$ cat config.mk
export PLATFORM = sky130hd
export DESIGN_NAME = cosine_distance_threshold
export DESIGN_NICKNAME = d
export VERILOG_FILES = /design/src/cdt_pkg.sv /design/src/cdt_sqrt.sv /design/src/cosine_distance_threshold.sv
export SDC_FILE = /design/constraint.sdc
export NUM_CORES = 2
export LEC_CHECK = 0
export CORE_AREA = 2 2 263 525
export DETAILED_ROUTE_END_ITERATION = 12
export DIE_AREA = 0 0 265 527
export DONT_BUFFER_PORTS = 1
export PLACE_DENSITY = 0.7
export SETUP_SLACK_MARGIN = 0.4
export SLEW_MARGIN = 10
export SYNTH_ARGS = -nofsm -noshare
export SYNTH_HDL_FRONTEND = slang
export SYNTH_SLANG_ARGS = --single-unit
$ cat constraint.sdc
create_clock -name clk -period 7.4 [get_ports clk]
set_input_delay 1.48 -clock clk [delete_from_list [all_inputs] [get_ports clk]]
set_output_delay 1.48 -clock clk [all_outputs]
set_load 0.1 [all_outputs]
$ cat src/cdt_pkg.sv
// Package for the cosine distance block: widths, status codes, sequencer states.
// No dependencies.
`default_nettype none
package cdt_pkg;
    localparam int MaxDimDefault   = 1024;
    localparam int ElemBitsDefault = 16;
    localparam int RowBits         = 16;
    localparam int DistBits        = 16;
    localparam int FracBits        = 14;
    localparam logic [16:0] OneQ14 = 17'd16384;

    typedef enum logic [1:0] {
        ST_OK       = 2'd0,
        ST_ZERO     = 2'd1,
        ST_TOO_LONG = 2'd2
    } status_t;

    typedef enum logic [2:0] {
        S_IDLE,
        S_SQRT,
        S_MUL,
        S_DIV,
        S_FINISH,
        S_OUT
    } state_t;

    typedef enum logic {
        REG_LIMIT  = 1'b0,
        REG_FILTER = 1'b1
    } reg_index_t;
endpackage
`default_nettype wire

$ cat src/cdt_sqrt.sv
// Iterative floor square root, one result bit per cycle.
// Depends on cdt_pkg for style only; sized by parameter W (even).
`default_nettype none
module cdt_sqrt #(
    parameter int W = 42
) (
    input  wire logic             clk,
    input  wire logic             rst_n,
    input  wire logic             start,
    input  wire logic [W-1:0]     value,
    output logic                  done,
    output logic [W/2-1:0]        root
);
    import cdt_pkg::*;
    localparam int H  = W / 2;
    localparam int CB = $clog2(H + 1);

    logic [W-1:0]  rem_reg, rem_next;
    logic [H-1:0]  root_reg, root_next;
    logic [W-1:0]  val_reg, val_next;
    logic [CB-1:0] cnt_reg, cnt_next;
    logic          busy_reg, busy_next;
    logic          done_reg, done_next;
    logic [W+1:0]  trial;
    logic [W+1:0]  shifted;

    always_comb
    begin
        shifted   = {rem_reg, val_reg[W-1 -: 2]};
        trial     = shifted - {{(W+2-H-2){1'b0}}, root_reg, 2'b01};
        rem_next  = rem_reg;
        root_next = root_reg;
        val_next  = val_reg;
        cnt_next  = cnt_reg;
        busy_next = busy_reg;
        done_next = busy_reg && (cnt_reg == CB'(1));
        if (start)
        begin
            rem_next  = '0;
            root_next = '0;
            val_next  = value;
            cnt_next  = CB'(H);
            busy_next = 1'b1;
        end
        else if (busy_reg)
        begin
            val_next = val_reg << 2;
            if (!trial[W+1])
            begin
                rem_next  = trial[W-1:0];
                root_next = {root_reg[H-2:0], 1'b1};
            end
            else
            begin
                rem_next  = shifted[W-1:0];
                root_next = {root_reg[H-2:0], 1'b0};
            end
            cnt_next = cnt_reg - 1'b1;
            if (cnt_reg == CB'(1))
                busy_next = 1'b0;
        end
    end

    always_ff @(posedge clk or negedge rst_n)
    begin
        if (!rst_n)
        begin
            busy_reg <= 1'b0;
            done_reg <= 1'b0;
            cnt_reg  <= '0;
        end
        else
        begin
            busy_reg <= busy_next;
            done_reg <= done_next;
            cnt_reg  <= cnt_next;
        end
    end

    always_ff @(posedge clk)
    begin
        rem_reg  <= rem_next;
        root_reg <= root_next;
        val_reg  <= val_next;
    end

    assign done = done_reg;
    assign root = root_reg;
endmodule
`default_nettype wire

$ cat src/cosine_distance_threshold.sv
// Top level of the streaming cosine distance block with threshold and filter.
// Depends on cdt_pkg and cdt_sqrt.
//
// Usage: one request on the input channel carries one element pair. The
// block accumulates the dot product and both squared norms, one request per
// cycle while in_stall is low, with no result for non-final elements. On a
// request with last_elem set the block raises in_stall and runs a sequencer:
// two square roots through one shared root unit, a product formed from two
// partial products, and a 14-step restoring division, one quotient bit per
// cycle, that is cut short when the ratio saturates. A zero norm or an
// overlong pair skips the roots, the product and the division. A result sits
// in an output register until taken; requests of the next pair are still
// taken, but its final result waits in the sequencer, with in_stall high,
// until the held result leaves. A filtered pair gives no result.
// After reset all sums are zero, distance_limit is 1.0 and filter_mode is
// off. The user writes the registers over the APB port only while the block
// is idle; the block itself does not enforce this.
`default_nettype none
module cosine_distance_threshold
    import cdt_pkg::*;
#(
    parameter int MAX_DIM   = MaxDimDefault,
    parameter int ELEM_BITS = ElemBitsDefault
) (
    input  wire logic                  clk,
    input  wire logic                  rst_n,
    input  wire logic                  psel,
    input  wire logic                  penable,
    input  wire logic                  pwrite,
    input  wire logic [2:0]            paddr,
    input  wire logic [31:0]           pwdata,
    output logic [31:0]                prdata,
    output logic                       pready,
    input  wire logic                  in_valid,
    output logic                       in_stall,
    input  wire logic [ELEM_BITS-1:0]  left_elem,
    input  wire logic [ELEM_BITS-1:0]  right_elem,
    input  wire logic                  last_elem,
    input  wire logic [RowBits-1:0]    left_row,
    input  wire logic [RowBits-1:0]    right_row,
    output logic                       out_valid,
    input  wire logic                  out_stall,
    output logic [DistBits-1:0]        distance,
    output logic                       within_limit,
    output logic [RowBits-1:0]         pair_left,
    output logic [RowBits-1:0]         pair_right,
    output logic [1:0]                 status
);
    localparam int CB  = $clog2(MAX_DIM + 2);
    localparam int PB  = 2 * ELEM_BITS;
    localparam int NB0 = PB - 1 + $clog2(MAX_DIM + 1);
    localparam int NB  = NB0 + (NB0 % 2);
    localparam int RB  = NB / 2;
    localparam int DB  = 2 * RB;
    localparam int QW  = DB + 2;
    localparam int HB  = (RB + 1) / 2;

    logic [15:0]              limit_reg;
    logic                     filter_reg;
    logic signed [NB:0]       dot_reg;
    logic [NB-1:0]            lnorm_reg, rnorm_reg;
    logic [CB-1:0]            cnt_reg;
    state_t                   state_reg, state_next;
    logic [RB-1:0]            lroot_reg;
    logic [DB-1:0]            den_reg;
    logic [QW-1:0]            rem_reg;
    logic [14:0]              quo_reg;
    logic [3:0]               step_reg;
    logic                     neg_reg, phase_reg;
    logic [RowBits-1:0]       lrow_reg, rrow_reg;
    logic                     sq_start, sq_done;
    logic [NB-1:0]            sq_value;
    logic [RB-1:0]            sq_root;
    logic [DistBits-1:0]      dist_reg;
    logic                     within_reg, out_valid_reg;
    status_t                  status_reg;

    logic signed [ELEM_BITS-1:0] a_s, b_s;
    logic signed [PB-1:0]     ab, aa, bb;
    logic                     take, wr, over, zero;
    logic [CB-1:0]            cnt_inc;
    logic [NB:0]              mag;
    logic [QW-1:0]            rem_sh;
    logic                     q_bit;
    logic [16:0]              dist_w;
    logic [HB-1:0]            den_lo_half;

    assign pready   = 1'b1;
    assign wr       = psel && penable && pwrite;
    assign in_stall = (state_reg != S_IDLE);
    assign take     = in_valid && !in_stall;
    assign a_s      = left_elem;
    assign b_s      = right_elem;
    assign ab       = a_s * b_s;
    assign aa       = a_s * a_s;
    assign bb       = b_s * b_s;
    assign cnt_inc  = (cnt_reg <= CB'(MAX_DIM)) ? cnt_reg + 1'b1 : cnt_reg;
    assign over     = (cnt_reg > CB'(MAX_DIM));
    assign zero     = (lnorm_reg == '0) || (rnorm_reg == '0);
    assign mag      = dot_reg[NB] ? (NB+1)'(0) - dot_reg : dot_reg;
    assign rem_sh   = {rem_reg[QW-2:0], 1'b0};
    assign q_bit    = (rem_sh >= QW'(den_reg));
    assign dist_w   = neg_reg ? OneQ14 + {2'b0, quo_reg[13:0], q_bit}
                              : OneQ14 - {2'b0, quo_reg[13:0], q_bit};
    assign den_lo_half = lroot_reg[HB-1:0];

    always_comb
    begin
        prdata = '0;
        case (paddr[2])
            REG_LIMIT:  prdata = {16'd0, limit_reg};
            REG_FILTER: prdata = {31'd0, filter_reg};
            default:    prdata = '0;
        endcase
    end

    always_ff @(posedge clk or negedge rst_n)
    begin
        if (!rst_n)
        begin
            limit_reg  <= 16'd16384;
            filter_reg <= 1'b0;
        end
        else if (wr && paddr[1:0] == 2'b00)
        begin
            if (paddr[2] == REG_LIMIT)
                limit_reg <= pwdata[15:0];
            else
                filter_reg <= pwdata[0];
        end
    end

    assign sq_value = (state_reg == S_FINISH) ? lnorm_reg : rnorm_reg;

    cdt_sqrt #(.W(NB)) u_sqrt (
        .clk   (clk),
        .rst_n (rst_n),
        .start (sq_start),
        .value (sq_value),
        .done  (sq_done),
        .root  (sq_root)
    );

    always_comb
    begin
        state_next = state_reg;
        sq_start   = 1'b0;
        case (state_reg)
            S_IDLE:
                if (take && last_elem)
                    state_next = S_FINISH;
            S_FINISH:
                if (over || zero)
                    state_next = S_OUT;
                else
                begin
                    sq_start   = 1'b1;
                    state_next = S_SQRT;
                end
            S_SQRT:
                if (sq_done && phase_reg)
                    state_next = S_MUL;
                else if (sq_done)
                    sq_start = 1'b1;
            S_MUL:
                if (phase_reg)
                    state_next = S_DIV;
            S_DIV:
                if (step_reg == 4'd13 || mag >= den_reg)
                    state_next = S_OUT;
            S_OUT:
                if (!out_valid_reg || !out_stall)
                    state_next = S_IDLE;
            default:
                state_next = S_IDLE;
        endcase
    end

    always_ff @(posedge clk or negedge rst_n)
    begin
        if (!rst_n)
        begin
            state_reg     <= S_IDLE;
            dot_reg       <= '0;
            lnorm_reg     <= '0;
            rnorm_reg     <= '0;
            cnt_reg       <= '0;
            out_valid_reg <= 1'b0;
            phase_reg     <= 1'b0;
            step_reg      <= '0;
        end
        else
        begin
            state_reg <= state_next;
            if (state_reg == S_OUT && (!out_valid_reg || !out_stall))
                out_valid_reg <= over || !filter_reg || (dist_reg <= limit_reg);
            else if (out_valid_reg && !out_stall)
                out_valid_reg <= 1'b0;
            if (take)
            begin
                cnt_reg <= cnt_inc;
                if (cnt_inc <= CB'(MAX_DIM))
                begin
                    dot_reg   <= dot_reg + (NB+1)'(ab);
                    lnorm_reg <= lnorm_reg + NB'($unsigned(aa));
                    rnorm_reg <= rnorm_reg + NB'($unsigned(bb));
                end
            end
            case (state_reg)
                S_FINISH:
                begin
                    phase_reg <= 1'b0;
                    step_reg  <= '0;
                end
                S_SQRT:
                    if (sq_done)
                        phase_reg <= !phase_reg;
                S_MUL:
                    phase_reg <= !phase_reg;
                S_DIV:
                    step_reg <= step_reg + 1'b1;
                S_OUT:
                    if (!out_valid_reg || !out_stall)
                    begin
                        dot_reg   <= '0;
                        lnorm_reg <= '0;
                        rnorm_reg <= '0;
                        cnt_reg   <= '0;
                    end
                default:
                    ;
            endcase
        end
    end

    always_ff @(posedge clk)
    begin
        if (take)
        begin
            lrow_reg <= left_row;
            rrow_reg <= right_row;
        end
        case (state_reg)
            S_FINISH:
            begin
                neg_reg <= dot_reg[NB];
                quo_reg <= '0;
                if (over)
                    dist_reg <= 16'd32768;
                else
                    dist_reg <= 16'd16384;
            end
            S_SQRT:
                if (sq_done && !phase_reg)
                    lroot_reg <= sq_root;
                else if (sq_done)
                    den_reg <= DB'(sq_root) * DB'(lroot_reg[RB-1:HB]) << HB;
            S_MUL:
                if (!phase_reg)
                    den_reg <= den_reg + DB'(sq_root) * DB'(den_lo_half);
                else
                    rem_reg <= QW'(mag);
            S_DIV:
            begin
                if (mag >= den_reg)
                    quo_reg <= 15'd16384;
                else if (q_bit)
                begin
                    rem_reg <= rem_sh - QW'(den_reg);
                    quo_reg <= {quo_reg[13:0], 1'b1};
                end
                else
                begin
                    rem_reg <= rem_sh;
                    quo_reg <= {quo_reg[13:0], 1'b0};
                end
            end
            default:
                ;
        endcase
        if (state_reg == S_DIV && state_next == S_OUT)
        begin
            if (mag >= den_reg)
                dist_reg <= neg_reg ? 16'd32768 : 16'd0;
            else
                dist_reg <= dist_w[15:0];
        end
        if (state_reg == S_OUT && (!out_valid_reg || !out_stall))
        begin
            within_reg <= !over && (dist_reg <= limit_reg);
            status_reg <= over ? ST_TOO_LONG : (zero ? ST_ZERO : ST_OK);
            pair_left  <= lrow_reg;
            pair_right <= rrow_reg;
            distance   <= dist_reg;
        end
    end

    assign out_valid    = out_valid_reg;
    assign within_limit = within_reg;
    assign status       = status_reg;

    a_stall_when_busy: assert property (@(posedge clk) disable iff (!rst_n)
        (state_reg != S_IDLE) |-> in_stall)
        else $error("input taken while busy");
    a_hold_result: assert property (@(posedge clk) disable iff (!rst_n)
        (out_valid && out_stall) |=> (out_valid && $stable(distance)))
        else $error("stalled result changed");
    a_count_bound: assert property (@(posedge clk) disable iff (!rst_n)
        cnt_reg <= CB'(MAX_DIM + 1))
        else $error("element count beyond saturation");
endmodule
`default_nettype wire
==> impl_results.md <==
- Synth warnings: 0
- Clock Sinks: 496
- Number of cells after detailed placement: 10171
- Final hold vios: 0
- Clock Skew: 0.0775 ns
- Worst Setup Start Kind: input port
- Antenna-violating nets left: 0
- Synth Register Bits: 496
- Failing checks: setup timing
- Std cell rows: 192
- Vias: 57581
- Die span in x: 265 microns
- Cells after Synth: 8178
- Hpwl dp: 143000 microns
- IO Pins: 193
- Min cycle time layout: 8.10 ns
- Clk_lat worst skew: 0.69 ns
- Post-Syn Area: 0.0743 sq mm
- CP peak stage delay: 0.55 ns
- Worst setup path startpoint: left_elem[9]
- Gpl congestion: 0.922
- CTS Buf Count: 50
- Routed WL: 186000 microns
- Drt via density: 5.58
- Non-Filler Instances: 10314
- Initial antenna violation count: 2
- I/O Buffers: 0
- Crit end category: flip-flop
- DRC violations left: 0
- Seq/Total Area, Yosys: 18.0%
- DR WL/cell: 18.0 microns
- TritonRoute pass-1 iters: 6
- Post-route cell area: 0.0839 sq mm
- Most frequent cells in the layout: inv_1 (1410), fa_1 (1145), nand2_1 (1018)
- TNS Setup: -14.76 ns
- Unique masters post-synth: 96
- Max-slew violations: 0
- Min-delay src: lrow_reg[8]
- RSZ-0062 raised after global routing: true
- Overall Global Routing Usage: 27.1%
- Global-route wire length before repair: 307000 microns
- Die height: 527 microns
- Initial core utilization: 54.7%
- Slew @ Worst Pin: 1.20 ns
- EDFF count, synth: 262
- Layout area overhead: 12.8%
- Max cap viols: 0
- Hold_ws: 0.418 ns
- Final worst-path setup slack: -0.699 ns
- Cell mode on critical path: fa_1
- WP buf/inv: 5
- H-tree levels: 2
- FF/Latch Area: 0.0134 sq mm
- Layout cells sized above 1: 13.5%
- Critical-path top delay cell: fa_1
- Outcome: complete, but fails checks
- Slew headroom: 19.9%
- CP Data Arrival Time: 8.58 ns
- Total gr overflow: 0
- CTS tree: built
- Worst R2R Start: lroot_reg[5]
- CTS Root Cell: clkbuf_16
- Largest net degree at the start of global routing: 172
- Filler Cell Count: 11436
- Initial DRC count: 3345
- Most common cell after layout, fill and taps aside: inv_1
- Hold_buf cts: 0
- Max Clk Rate: 123 MHz
- Main flop type after synthesis: edfxtp_1
- Worst min path class: flip-flop to flip-flop
- Required @ worst endpoint: 7.88 ns
- Vias in the first global route: 60127
- Final setup viols: 36
- Nets: 10431
- CP top delay family: adder cells
- Fraction of registers with async set/reset: 34.5%
- Die area: 0.140 sq mm
- Core Footprint: 0.136 sq mm
- Clock edge transition at the registers on the reported setup and hold paths: 0.07 ns
- CP Class: input port to flip-flop
- CTS max path bufs: 3
- Cell Area, Placed: 0.0804 sq mm
- CP max FO: 34
- Period utilization: 109%
- Synthesized area per cell: 9.09 sq um
- Area of the multi-input gates: 0.0560 sq mm
==> timing repair <==
| item | CTS | global route |
|---|---|---|
| endpoints found under the setup margin | 51 | 73 |
| pin swaps | 97 | 123 |
| setup buffers | 18 | 30 |
| gates resized for setup | 141 | 170 |
==> per-stage QoR <==
step | utilization [%] | worst slack, ns
global placement | 59.1 | -1.45
finish | 61.7 | -0.699
detailed placement | 59.1 | -1.50
CTS | 61.0 | -0.686
global route | 61.7 | -0.938
floorplan | - | -1.27
==> final cells by class <==
type	count	area share, %
flip-flops and latches	496	16.0
well taps	1746	2.61
repair buffers	640	6.00
diodes	1	0.00298
clock inverters	30	0.370
clock buffers	64	1.68
multi-input cells	5883	66.8
inverters	1454	6.55
==> metal layers <==
| metal | global-route usage (%) | routed length [microns] | up-vias |
|---|---|---|---|
| met5 | 0 | 0 | - |
| met4 | 9.48 | 6920 | 0 |
| met3 | 3.43 | 11400 | 318 |
| met2 | 46.0 | 90800 | 1673 |
| met1 | 35.9 | 76900 | 28768 |
| li1 | - | - | 26822 |
==> cell usage after synthesis, drive strengths merged, types with 10 or more instances <==
master	count	area (sq um)
o21a	48	360
nor4	35	234
xnor2	268	2350
fa	1162	23300
o22ai	12	75.1
a21oi	424	2130
nand2b	53	332
dfxtp	63	1260
nor3	72	360
mux2	21	236
nand3	106	536
nor2	446	1680
a211oi	52	390
o31ai	28	230
o41ai	12	150
a221oi	13	120
xor2	114	998
or3	42	268
edfxtp	262	7870
nand4	51	325
and4	10	87.6
buf	43	240
ha	637	7970
mux2i	31	310
or2	14	87.6
o211ai	27	208
dfrtp	170	4250
a31o	17	158
nand2	1052	3950
a31oi	100	626
o21ai	281	1410
a21o	136	1020
and3	45	282
clkbuf	317	1190
nor2b	46	288
inv	1450	5440
and2	348	2180
o21bai	29	218
==> cell families (layout without fill, tap and decap cells) <==
kind of cell	count (synthesis)	after routing	share of synthesized area (%)
xor gates and xnor gates	382	382	4.50
DFF	496	496	18.0
adders and majority gates	1799	1799	42.0
and+or+nand+nor	2364	2364	14.8
muxes	52	52	0.736
other	2	18	0.0101
buffers and inverters	1814	2188	9.27
AOI/OAI and AO/OA	1269	1269	10.6
==> path summary, 6_finish.rpt <==
check                                     to  slack [ns]  depth (start not counted)
min in group asynchronous  u_sqrt.cnt_reg[2]        0.50                          0
max in group asynchronous      lnorm_reg[21]        6.32                          0
hold / removal                  pair_left[8]        0.42                          0
setup reg to reg                 den_reg[39]        0.87                         19
setup / recovery               lnorm_reg[35]       -0.70                         31
hold reg to reg                 pair_left[8]        0.42                          0
Power is left out: the tool's default activity adds up to more than one toggle a clock period on the data nets, which glitch-free logic cannot reach.
